### config.mk
export PLATFORM = sky130hd
export DESIGN_NAME = signed_int_to_decimal_ascii
export DESIGN_NICKNAME = d
export VERILOG_FILES = /design/src/sitda_pkg.sv /design/src/sitda_ctrl.sv /design/src/sitda_dpath.sv /design/src/signed_int_to_decimal_ascii.sv
export SDC_FILE = /design/constraint.sdc
export NUM_CORES = 1
export LEC_CHECK = 0
export BUFFER_PORTS_ARGS = -buffer_cell sky130_fd_sc_hd__buf_2
export CORE_MARGIN = 2
export CORE_UTILIZATION = 45
export CTS_CLUSTER_DIAMETER = 40
export DETAILED_ROUTE_END_ITERATION = 6
export GPL_TIMING_DRIVEN = 1
export PLACE_DENSITY = 0.73
export SYNTH_ARGS = -nofsm -noshare
export SYNTH_HDL_FRONTEND = slang
export SYNTH_HIERARCHICAL = 1
export SYNTH_SLANG_ARGS = --single-unit
### constraint.sdc
create_clock -name i_clk -period 4.5 [get_ports i_clk]
set_input_delay 0.9 -clock i_clk [delete_from_list [all_inputs] [get_ports i_clk]]
set_output_delay 0.9 -clock i_clk [all_outputs]
set_load 0.01 [all_outputs]
### src/sitda_pkg.sv
// ============================================================================
// sitda_pkg: shared types and constants for the signed decimal text converter
// Character codes, output field widths, BCD adjust constants, controller state
// and the command and status bundles between controller and datapath.
// ============================================================================
`default_nettype none

package sitda_pkg;

    // ASCII codes used in the text
    localparam logic [6:0] CHAR_ZERO  = 7'd48;
    localparam logic [6:0] CHAR_MINUS = 7'd45;

    // Output field widths
    localparam int CHAR_W      = 7;
    localparam int TEXT_LEN_W  = 4;
    localparam int OUT_TDATA_W = 16;

    // BCD digit adjust during binary to BCD shifting
    localparam logic [3:0] BCD_ADJ_MIN = 4'd5;
    localparam logic [3:0] BCD_ADJ     = 4'd3;

    // Controller states, one-hot
    typedef enum logic [4:0] {
        S_IDLE  = 5'b00001,
        S_CONV  = 5'b00010,
        S_NORM  = 5'b00100,
        S_SIGN  = 5'b01000,
        S_DIGIT = 5'b10000
    } t_state;

    // Commands from controller to datapath
    typedef struct packed {
        logic load;        // capture magnitude and sign
        logic conv;        // one binary to BCD shift step
        logic norm;        // drop one leading zero digit
        logic emit_sign;   // send the minus sign
        logic emit_digit;  // send the top digit
    } t_cmd;

    // Status from datapath to controller
    typedef struct packed {
        logic conv_last;   // this is the final shift step
        logic top_zero;    // top BCD digit is zero
        logic more_digits; // more than one digit kept
        logic negative;    // item was negative
        logic last_digit;  // one digit left to send
        logic out_free;    // output register can take a character
    } t_stat;

endpackage

`default_nettype wire

### src/sitda_ctrl.sv
// ============================================================================
// sitda_ctrl: sequencing controller
// Steps one item through load, BCD conversion, leading zero removal and
// character output.
// ============================================================================
`default_nettype none

module sitda_ctrl (
    input  wire                 i_clk,
    input  wire                 i_rst_n,
    input  wire                 i_in_valid,
    output logic                o_in_ready,
    input  sitda_pkg::t_stat    i_stat,
    output sitda_pkg::t_cmd     o_cmd
);
    import sitda_pkg::*;

    t_state r_state;
    t_state n_state;

    // State register: reset to S_IDLE, else take the next state
    always_ff @(posedge i_clk) begin
        if (!i_rst_n) begin
            r_state <= S_IDLE;
        end else begin
            r_state <= n_state;
        end
    end

    // Next state and commands
    always_comb begin
        n_state = r_state;
        o_cmd   = '0;
        case (r_state)
            S_IDLE: begin
                if (i_in_valid) begin
                    o_cmd.load = 1'b1;
                    n_state    = S_CONV;
                end
            end
            S_CONV: begin
                o_cmd.conv = 1'b1;
                if (i_stat.conv_last) begin
                    n_state = S_NORM;
                end
            end
            S_NORM: begin
                if (i_stat.top_zero && i_stat.more_digits) begin
                    o_cmd.norm = 1'b1;
                end else if (i_stat.negative) begin
                    n_state = S_SIGN;
                end else begin
                    n_state = S_DIGIT;
                end
            end
            S_SIGN: begin
                if (i_stat.out_free) begin
                    o_cmd.emit_sign = 1'b1;
                    n_state         = S_DIGIT;
                end
            end
            S_DIGIT: begin
                if (i_stat.out_free) begin
                    o_cmd.emit_digit = 1'b1;
                    if (i_stat.last_digit) begin
                        n_state = S_IDLE;
                    end
                end
            end
            default: begin
                n_state = S_IDLE;
            end
        endcase
    end

    assign o_in_ready = (r_state == S_IDLE);

endmodule

`default_nettype wire

### src/sitda_dpath.sv
// ============================================================================
// sitda_dpath: conversion datapath
// Magnitude shift register, BCD digit register with add-3 adjust, digit
// counters and the output character register.
// ============================================================================
`default_nettype none

module sitda_dpath #(
    parameter int DATA_WIDTH = 32
) (
    input  wire                            i_clk,
    input  wire                            i_rst_n,
    input  wire [DATA_WIDTH-1:0]           i_value,
    input  sitda_pkg::t_cmd                i_cmd,
    output sitda_pkg::t_stat               o_stat,
    input  wire                            i_out_ready,
    output logic                           o_out_valid,
    output logic [sitda_pkg::CHAR_W-1:0]   o_char_code,
    output logic [sitda_pkg::TEXT_LEN_W-1:0] o_text_length,
    output logic                           o_last_char
);
    import sitda_pkg::*;

    // Enough decimal digits for a DATA_WIDTH-bit magnitude
    localparam int NDIG  = (DATA_WIDTH * 302) / 1000 + 1;
    localparam int BCD_W = NDIG * 4;
    localparam int NW    = $clog2(NDIG + 2);
    localparam int CW    = $clog2(DATA_WIDTH + 1);

    logic [DATA_WIDTH-1:0] r_bin;
    logic [BCD_W-1:0]      r_bcd;
    logic [BCD_W-1:0]      w_adj;
    logic [CW-1:0]         r_bitcnt;
    logic [NW-1:0]         r_ndig;
    logic [NW-1:0]         r_rem;
    logic                  r_neg;
    logic                  r_out_valid;
    logic [CHAR_W-1:0]     r_char;
    logic [TEXT_LEN_W-1:0] r_len;
    logic                  r_last;
    logic [3:0]            w_top;
    logic [NW:0]           w_len_full;
    logic                  w_in_neg;

    assign w_in_neg   = i_value[DATA_WIDTH-1];
    assign w_top      = r_bcd[BCD_W-1 -: 4];
    assign w_len_full = {1'b0, r_ndig} + (NW + 1)'(r_neg);

    // Add 3 to every digit of 5 or more before the shift
    always_comb begin
        for (int i = 0; i < NDIG; i++) begin
            if (r_bcd[i*4 +: 4] >= BCD_ADJ_MIN) begin
                w_adj[i*4 +: 4] = r_bcd[i*4 +: 4] + BCD_ADJ;
            end else begin
                w_adj[i*4 +: 4] = r_bcd[i*4 +: 4];
            end
        end
    end

    // Magnitude, digits and counters
    always_ff @(posedge i_clk) begin
        if (i_cmd.load) begin
            r_bin    <= w_in_neg ? (~i_value + 1'b1) : i_value;
            r_neg    <= w_in_neg;
            r_bcd    <= '0;
            r_bitcnt <= CW'(DATA_WIDTH);
            r_ndig   <= NW'(NDIG);
            r_rem    <= NW'(NDIG);
        end else if (i_cmd.conv) begin
            r_bcd    <= {w_adj[BCD_W-2:0], r_bin[DATA_WIDTH-1]};
            r_bin    <= {r_bin[DATA_WIDTH-2:0], 1'b0};
            r_bitcnt <= r_bitcnt - 1'b1;
        end else if (i_cmd.norm) begin
            r_bcd  <= {r_bcd[BCD_W-5:0], 4'd0};
            r_ndig <= r_ndig - 1'b1;
            r_rem  <= r_rem - 1'b1;
        end else if (i_cmd.emit_digit) begin
            r_bcd <= {r_bcd[BCD_W-5:0], 4'd0};
            r_rem <= r_rem - 1'b1;
        end
    end

    // Output register valid flag
    always_ff @(posedge i_clk) begin
        if (!i_rst_n) begin
            r_out_valid <= 1'b0;
        end else if (i_cmd.emit_sign || i_cmd.emit_digit) begin
            r_out_valid <= 1'b1;
        end else if (i_out_ready) begin
            r_out_valid <= 1'b0;
        end
    end

    // Output character payload
    always_ff @(posedge i_clk) begin
        if (i_cmd.emit_sign) begin
            r_char <= CHAR_MINUS;
            r_len  <= w_len_full[TEXT_LEN_W-1:0];
            r_last <= 1'b0;
        end else if (i_cmd.emit_digit) begin
            r_char <= CHAR_ZERO + {3'b000, w_top};
            r_len  <= w_len_full[TEXT_LEN_W-1:0];
            r_last <= (r_rem == NW'(1));
        end
    end

    assign o_stat.conv_last   = (r_bitcnt == CW'(1));
    assign o_stat.top_zero    = (w_top == 4'd0);
    assign o_stat.more_digits = (r_ndig > NW'(1));
    assign o_stat.negative    = r_neg;
    assign o_stat.last_digit  = (r_rem == NW'(1));
    assign o_stat.out_free    = !r_out_valid || i_out_ready;

    assign o_out_valid   = r_out_valid;
    assign o_char_code   = r_char;
    assign o_text_length = r_len;
    assign o_last_char   = r_last;

endmodule

`default_nettype wire

### src/signed_int_to_decimal_ascii.sv
// ============================================================================
// signed_int_to_decimal_ascii: signed integer to decimal ASCII text
// Streams the decimal text of one signed integer, one character per item.
// ============================================================================
// Each input item is a DATA_WIDTH-bit two's complement integer; the block
// sends its decimal text most significant character first, a minus sign ahead
// of negative values, one character per output item, with tlast on the final
// character and the total text length on every character. One item is worked
// at a time: shift-and-add-3 binary to BCD conversion over its DATA_WIDTH
// bits, then leading zero digits are dropped (up to the digit register width
// less one, 9 at the default width) until the search ends, then the
// characters are sent while the output side takes them; output stalls hold
// the item. Dropped zeros and sent digits always add up to the digit
// register width. The single shared shift-add BCD register means the next
// item waits for the current one. s_axis_tready is high only between
// items, and the last character may still wait in the output register while
// the next item is taken.
`default_nettype none

module signed_int_to_decimal_ascii #(
    parameter int DATA_WIDTH = 32
) (
    input  wire                                i_clk,
    input  wire                                i_rst_n,
    input  wire                                s_axis_tvalid,
    output logic                               s_axis_tready,
    // [DATA_WIDTH-1:0] value, rest zero fill
    input  wire [((DATA_WIDTH+7)/8)*8-1:0]     s_axis_tdata,
    output logic                               m_axis_tvalid,
    input  wire                                m_axis_tready,
    // [6:0] char_code, [10:7] text_length, [15:11] zero fill
    output logic [sitda_pkg::OUT_TDATA_W-1:0]  m_axis_tdata,
    // last_char
    output logic                               m_axis_tlast
);
    import sitda_pkg::*;

    t_cmd                  w_cmd;
    t_stat                 w_stat;
    logic [CHAR_W-1:0]     w_char;
    logic [TEXT_LEN_W-1:0] w_len;

    // Sequencing
    sitda_ctrl u_ctrl (
        .i_clk      (i_clk),
        .i_rst_n    (i_rst_n),
        .i_in_valid (s_axis_tvalid),
        .o_in_ready (s_axis_tready),
        .i_stat     (w_stat),
        .o_cmd      (w_cmd)
    );

    // Conversion and output register
    sitda_dpath #(
        .DATA_WIDTH (DATA_WIDTH)
    ) u_dpath (
        .i_clk         (i_clk),
        .i_rst_n       (i_rst_n),
        .i_value       (s_axis_tdata[DATA_WIDTH-1:0]),
        .i_cmd         (w_cmd),
        .o_stat        (w_stat),
        .i_out_ready   (m_axis_tready),
        .o_out_valid   (m_axis_tvalid),
        .o_char_code   (w_char),
        .o_text_length (w_len),
        .o_last_char   (m_axis_tlast)
    );

    // Pack output fields
    assign m_axis_tdata = {(OUT_TDATA_W - CHAR_W - TEXT_LEN_W)'(0), w_len, w_char};

    // Only one item in flight: input closes right after an accept
    a_one_item: assert property (@(posedge i_clk) disable iff (!i_rst_n)
        s_axis_tvalid && s_axis_tready |=> !s_axis_tready)
        else $error("input accepted while an item is in progress");

    // Final character is always a digit
    a_last_digit: assert property (@(posedge i_clk) disable iff (!i_rst_n)
        m_axis_tvalid && m_axis_tlast |->
            (m_axis_tdata[CHAR_W-1:0] >= CHAR_ZERO) &&
            (m_axis_tdata[CHAR_W-1:0] <= CHAR_ZERO + 7'd9))
        else $error("last character is not a digit");

    // Minus sign never ends the text
    a_sign_not_last: assert property (@(posedge i_clk) disable iff (!i_rst_n)
        m_axis_tvalid && (m_axis_tdata[CHAR_W-1:0] == CHAR_MINUS) |-> !m_axis_tlast)
        else $error("minus sign flagged as last character");

    // Commands are mutually exclusive
    a_cmd_onehot: assert property (@(posedge i_clk) disable iff (!i_rst_n)
        $onehot0(w_cmd))
        else $error("more than one datapath command at once");

endmodule

`default_nettype wire
## Word-level counts from Yosys, hierarchy flattened

Cells that the tools add are included.

| storage, ports and cells | value |
|---|---|
| bits in registers | 105 |
| bits of input ports | 36 |
| output and inout bits | 19 |

| cells by class | value |
|---|---|
| add/subtract/negate cells | 16 |
| $lt $le $gt $ge | 11 |
| equal/unequal tests | 13 |
| muxes and demuxes | 38 |
| bitwise logic cells | 2 |
| reduce and logical (&&, ||, !) cells | 13 |

Operators with widths:

| operator | number |
|---|---|
| $mux W40 | 3 |
| $mux W32 | 3 |
| $mux W4 | 13 |
| $ge A4 B3 Y1 const B | 10 |
| $add A4 B2 Y4 const B | 9 |
| $mux W5 | 7 |
| $add A32 B1 Y32 const B | 1 |
| $not A32 Y32 | 1 |
| $pmux W5 S5 | 1 |
| $mux W1 | 10 |
| $ne A2 B1 Y1 const B | 4 |
| $reduce_bool A2 Y1 | 4 |
| $sub A4 B1 Y4 const B | 2 |
| $add A6 B4 Y7 const A | 1 |
| $eq A6 B1 Y1 const B | 1 |
| $reduce_and A6 Y1 | 1 |
| $sub A6 B1 Y6 const B | 1 |
| $eq A5 B1 Y1 const B | 1 |
| $eq A5 B2 Y1 const B | 1 |
| $eq A5 B3 Y1 const B | 1 |
| $eq A5 B4 Y1 const B | 1 |
| $eq A5 B5 Y1 const B | 1 |
| $add A4 B1 Y4 | 1 |
| $eq A4 B1 Y1 const B | 1 |
| other kinds (11) | 14 |

## Depth between registers and ports, before layout

Gate-level depths: netlist of run 1.

| depth | value |
|---|---|
| depth in word-level cells | 7 |
| mapped depth | 12 |

## By module

The synthesis of run 1 kept the hierarchy.

By module, submodules not included:

| module | times used | cells each | area each (sq um) | seq. area each (sq um) |
|---|---|---|---|---|
| sitda_dpath | 1 | 646 | 5684.2 | 2332.2 |
| sitda_ctrl | 1 | 48 | 369.1 | 100.1 |
| signed_int_to_decimal_ascii | 1 | 6 | 41.3 | 0.0 |

## Worst setup path after synthesis of run 1

Ideal clock, no wire load.

| timing | value |
|---|---|
| path kind | input port to flip-flop |
| from | input port s_axis_tdata[22] |
| to | register u_dpath.r_bin[28] (data pin) |
| data arrival time | 2.439 ns |
| data required time | 4.229 ns |
| path slack | 1.790 ns |
| stages | 6 |
| buffers on the path | 1 |
| cells stage by stage | or3_1 -> or4b_4 -> buf_6 -> o41ai_2 -> xor2_1 -> a21oi_1 |

| between the ends | value |
|---|---|
| word-level cells in the longest chain between the ends | 4 |

Ends and longest elaborated chain:

| what | line | source |
|---|---|---|
| start: declaration | signed_int_to_decimal_ascii.sv:28 | `input wire [((DATA_WIDTH+7)/8)*8-1:0] s_axis_tdata,` |
| $not A32 Y32 | sitda_dpath.sv:63 | `r_bin <= w_in_neg ? (~i_value + 1'b1) : i_value;` |
| $add A32 B1 Y32 | sitda_dpath.sv:63 |  |
| $mux W32 | sitda_dpath.sv:63 |  |
| $mux W32 | sitda_dpath.sv:62 | `if (i_cmd.load) begin` |
| end signal: assignment | sitda_dpath.sv:63 |  |
| end signal: assignment | sitda_dpath.sv:71 | `r_bin <= {r_bin[DATA_WIDTH-2:0], 1'b0};` |
| end: declaration | sitda_dpath.sv:30 | `logic [DATA_WIDTH-1:0] r_bin;` |

No other way between the ends.
A chain may end at the register's enable or synchronous reset.

==> impl_metrics.toml, run 1 <==
[run_status]
status = "complete, no violations"

[worst_setup_path]
cp_max_fo = 24
worst_setup_path_end_kind = "flip-flop"
critPathKind = "reg -> reg"
critPathArrivalTime_ps = 2910
crit_path_cell_trace = "inv_1 -> ha_1 -> o21ai_0 -> nand4_1 -> inv_1 -> nor2_4 -> nor2_1 -> a21oi_1 -> or2_2"
max_stage_delay_ps = 600
r2r-start = "u_dpath/r_ndig[0]"
crit_top_cell = "inv_1"
cp-start-kind = "flip-flop"
cp-startpoint = "u_dpath/r_ndig[0]"
cp_slowest_cell = "nor2_1"
worstPathRequired_ps = 4740

[yosys]
synthFlopType = "dfxtp_1"
synth_top_area_share_pct = 21.7
syn-mean-instance-area_sq_um = 8.71
ys_seq_elements = 103
synthSimpleGateAreaFrac_pct = 19.7
synthXorXnorAreaFrac_pct = 7.47
ys_types = 58
muxShareOfSynthArea_pct = 0.821
synth_compound_gate_area_share_pct = 20.4
synth_top_family_by_area = "compound AO/OA/AOI/OAI gates"
synth_fa_ha_area_share_pct = 5.95
synth_seq_area_share_pct = 39.9
yosysTopAreaCell = "dfxtp_1"
synth_area_sq_mm = 0.00609
ys_top_cells_by_area = "dfxtp_1 22%, edfxtp_1 18%, ha_1 6.0%"
synth_warnings = 6
syn_inst = 700
async_flop_share_pct = 0
synth_edf_count = 37

[clocking]
ctsRootBufferMaster = "clkbuf_16"
clk_pin_slew_ps = 70
cts.hold.buffers_added = 0
cts_setup_buffers = 0
cts_tree = "yes"
h-tree-depth = 3
insertion_delay_ps = 350
cts_buffers = 9
cts_sinks = 103
ctsLongestPathBuffers = 2
cts-resized-gates = 0

[timing]
holdWs_ps = 492
period_minus_slack_ps = 2670
relSlewSlack_pct = 49.6
setup_viol = 0
rsz0062_at_grt = "no"
hold_violations = 0
fin_crit_sh_pct = 59.3
timing.setup.tns_ps = 0
timing.fmax_ghz = 0.375
skew_ps = 5.93
slew_violations = 0
worst_slew_pin_slew_ps = 755

[power_and_ir_drop]
power_leakage_nw = 2.50
powerDensity_mw_per_mm2 = 373
vdd_ir_drop_max_mv = 0.173

[place]
hpwlAfterDp_microns = 8160
io_buffers = 47
gp_congestion = 0.848

[die]
start_util_pct = 46.0
dieArea_sq_mm = 0.0145
core_sq_mm = 0.0132
ios = 55
die_w_microns = 120
rows = 42
die_y_microns = 120

[global_route]
grt_pass1_wl_microns = 20500
antenna_found_initial = 0
grt_max_degree = 76
grt_use_total_pct = 17.1
gr-total-overflow = 0
grt_pass1_vias = 4571

[worst_hold_path]
min_path_type = "reg -> reg"
worstHoldStart = "u_dpath/r_bitcnt[1]"

[layout]
layout_commonest_cell = "nor2_1"
fillCellCount = 1230
final_layout_size_suffix_gt1_share_pct = 11.6
antennaDiodeCount = 0
fin_nets = 787
final_util_pct = 50.5
area_growth_pct = 9.77
final_cell_mix = "88 x nor2_1, 69 x a21oi_1, 66 x dfxtp_1"

[detailed_routing]
ant_nets = 0
drt_wl_total_microns = 12000
wl_per_cell_microns = 13.3
first_pass_iters = 5
drc = 0
vias = 4904
vias_per_cell = 5.43
drt_iter0_drc = 432

[flow_run]
max_cap_viol_count = 0
==> cell type report <==
type	instances	area (sq um)	area share, %
Inverter	36	136	2.04
Clock inverter	6	60.1	0.898
Clock buffer	10	229	3.42
Timing Repair Buffer	51	265	3.96
Sequential cell	103	2430	36.4
Multi-Input combinational cell	521	3350	50.0
Tap cell	176	220	3.29
==> power by group <==
part / switching [mW] / internal, mW
clock network: 0.339 / 0.429
logic: 0.319 / 0.219
registers: 0.0874 / 1.10
==> flip-flops by register name (all words and copies together), names as in the netlist, 4 cells and up <==
register	cells
u_dpath/r_bcd	40
u_dpath/r_bin	32
u_dpath/r_bitcnt	6
u_ctrl/r_state	5
u_dpath/o_char_code	5
u_dpath/o_text_length	4
u_dpath/r_ndig	4
u_dpath/r_rem	4
==> logic make-up (layout without fill, tap and decap cells) <==
kind of cell,Yosys count,after routing
AND/OR/NAND/NOR,233,233
other,3,7
multiplexers,5,5
XOR/XNOR,52,52
buffers and inverters,80,103
adder cells (fa/ha/maj),29,29
AO/OA/AOI/OAI,195,195
flip-flops,103,103
==> path summary, 6_finish.rpt <==
path	to	slack, ps	cells past startpoint
worst max-delay path	u_dpath/r_rem[1]	1830	9
worst min-delay path	u_dpath/r_bitcnt[1]	490	2
worst max register to register	u_dpath/r_rem[1]	1830	9
worst min register to register	u_dpath/r_bitcnt[1]	490	2
==> critical path, delay by kind of cell, from the launching register on <==
kind                       cells  cell delay (ps)
buffers and inverters          2              350
AOI/OAI and AO/OA              2              370
DFF                            1              390
and+or+nand+nor                4             1220
adders and majority gates      1              210
==> synthesized netlist by cell type, types with 6 or more instances <==
cell type and number:
a211oi_1 43, a21oi_1 69, buf_4 8, clkbuf_1 30, dfxtp_1 66, edfxtp_1 37, ha_1 29, inv_1 36
nand2_1 48, nand2b_1 13, nand3b_1 6, nor2_1 89, nor2b_1 20, nor3b_1 15, o21ai_0 39, o31ai_1 11
xnor2_1 19, xor2_1 33
==> metal layers <==
metal	up-vias	GRT usage, %	share of wire [%]	wire [microns]
met3	17	3.68	3.6	427
met4	0	6.76	1.7	204
met5	-	0	0	0
met2	83	28.7	48	5710
met1	2299	21.5	47	5650
li1	2505	-	-	-
==> metrics by stage <==
| step | area [sq um] | setup WS (ps) | power, mW | std cells |
|---|---|---|---|---|
| global placement | 6400 | 1580 | 1.71 | 887 |
| finish | 6690 | 1830 | 2.50 | 903 |
| global route | 6690 | 1550 | 2.64 | 903 |
| CTS | 6690 | 1840 | 2.52 | 903 |
| floorplan | 6110 | 1790 | 1.61 | 704 |
| detailed placement | 6400 | 1570 | 1.74 | 887 |
Note: power is estimated with default switching activity, not from simulation.
==> inputs of run 2 (changes only) <==
- PLACE_DENSITY: 0.73 -> 0.76
- clock period: 4.5 -> 2.2 ns (I/O delays scaled with it)
==> impl_metrics.toml, run 2 (synthesis results as in run 1) <==
[timing]
relSlewSlack_pct = 62.5
slew_violations = 0
fin_ws_ps = 115
worst_slew_pin_slew_ps = 559
setup_viol = 0
hold_violations = 0
timing.fmax_ghz = 0.480
skew_ps = 5.76
period_minus_slack_ps = 2080
fin_crit_sh_pct = 94.8

[die]
core_sq_mm = 0.0132
die_y_microns = 120
ios = 55
rows = 42
start_util_pct = 46.0
die_w_microns = 120
dieArea_sq_mm = 0.0145

[detailed_routing]
drt_wl_total_microns = 11800
drc = 0
ant_nets = 0
drt_iter0_drc = 363
vias = 4990
wl_per_cell_microns = 12.6
first_pass_iters = 4
vias_per_cell = 5.33

[power_and_ir_drop]
pwr-share-clk_pct = 30.4
totalPowerFinal_mw = 5.18
powerDensity_mw_per_mm2 = 735
seq_power_share_pct = 46.9
power_frac_comb_pct = 22.7
power_leakage_nw = 2.69
power.switching_mw = 1.53
swShare_pct = 29.6
vdd_ir_drop_max_mv = 0.449
p_int_mw = 3.65

[layout]
final_cell_area_sq_mm = 0.00704
antennaDiodeCount = 0
fin_nets = 821
regArea_sq_mm = 0.00243
largest_reg_flops = 40
final_cell_mix = "87 x nor2_1, 69 x a21oi_1, 64 x dfxtp_1"
fillCellCount = 1218
multiInputGateArea_sq_mm = 0.00337
final_layout_size_suffix_gt1_share_pct = 16.3
layout_commonest_cell = "nor2_1"
reg_top3 = "u_dpath/r_bcd (40), u_dpath/r_bin (32), u_dpath/r_bitcnt (6)"
area_growth_pct = 15.6
top_register = "u_dpath/r_bcd"

[worst_hold_path]
min_path_type = "in -> reg"

[clocking]
insertion_delay_ps = 340
cts_tree = "yes"
cts_sinks = 103
h-tree-depth = 3
cts_buffers = 9
clk_pin_slew_ps = 70
ctsRootBufferMaster = "clkbuf_16"
cts.hold.buffers_added = 0
ctsLongestPathBuffers = 2

[global_route]
grt_max_degree = 52
grt_use_total_pct = 16.7
antenna_found_initial = 0
grt_pass1_wl_microns = 20200
grt_pass1_vias = 4466
gr-total-overflow = 0

[worst_setup_path]
worstPathRequired_ps = 2430
crit_path_cell_trace = "inv_1 -> ha_1 -> nor3b_1 -> nand4_1 -> inv_2 -> nor2_4 -> buf_12 -> nor2b_1 -> a211oi_1 -> a211oi_1"
path_buf_inv = 3
crit_top_cell = "a211oi_1"
cp-start-kind = "flip-flop"
critPathKind = "reg -> reg"
critPathArrivalTime_ps = 2310
cp_slowest_cell = "dfxtp_1"
worst_setup_path_end_kind = "flip-flop"
crit_family = "simple AND/OR/NAND/NOR gates"
max_stage_delay_ps = 390
cp_max_fo = 46

[place]
gp_congestion = 0.824
dpl-instance-area_sq_mm = 0.00672
io_buffers = 47
hpwlAfterDp_microns = 8110
pre_cts_ws_ps = -214

[run_status]
status = "complete, no violations"

[flow_run]
max_cap_viol_count = 0
-- run 2: layer usage --
layer / wire length, microns / part of all wire, % / GRT usage (%) / up-vias
met5: 0 / 0 / 0 / -
met4: 164 / 1.4 / 4.80 / 0
met3: 473 / 4.0 / 4.01 / 11
met2: 5400 / 46 / 27.0 / 89
met1: 5760 / 49 / 22.1 / 2306
li1: - / - / - / 2584
-- run 2: power by group through the flow --
stage          sequential [mW]  clock [mW]  combinational [mW]
6_report                  2.43        1.57                1.18
5_1_grt                   2.47        1.70                1.34
4_1_cts                   2.42        1.62                1.18
3_5_place_dp              2.46           0                1.17
3_3_place_gp              2.46           0                1.14
2_1_floorplan             2.42           0               0.879
-- run 2: path summary, 6_finish.rpt --
kind / cells after the start / end / startpoint / slack, ps
worst max-delay path: 10 / u_dpath/r_bcd[18] / u_dpath/r_bcd[37] / 120
worst min-delay path: 2 / u_ctrl/r_state[0] / i_rst_n / 360
worst max register to register: 10 / u_dpath/r_bcd[18] / u_dpath/r_bcd[37] / 120
worst min register to register: 2 / u_dpath/o_char_code[4] / u_dpath/o_char_code[4] / 470
-- run 2: final cells by class --
| cell class | count | share of cell area, % |
|---|---|---|
| Clock buffer | 10 | 3.25 |
| Tap cell | 176 | 3.13 |
| Multi-Input combinational cell | 521 | 47.9 |
| Timing Repair Buffer | 85 | 8.39 |
| Clock inverter | 6 | 0.853 |
| Sequential cell | 103 | 34.6 |
| Inverter | 36 | 1.94 |
-- run 2: what timing repair did --
action	4_1_cts	5_1_grt
resized for setup	0	11
setup buffers	0	1
setup endpoints to repair	0	40
-- run 2: per-stage QoR --
stage,instances,utilization (%),hold WS (ps),TNS [ps]
6_report,937,53.2,356,0
5_1_grt,937,53.2,355,-2130
4_1_cts,936,52.9,342,0
3_5_place_dp,920,50.7,457,-1380
3_3_place_gp,920,50.7,448,-993
2_1_floorplan,704,-,469,-152
-- run 2: worst register-to-register path, stage by stage, from the launching register on --
cell and delay, ps:
dfxtp_1 390, inv_1 80, ha_1 220, nor3b_1 160, nand4_1 150, inv_2 90
nor2_4 180, buf_12 240, nor2b_1 80, a211oi_1 290, a211oi_1 90
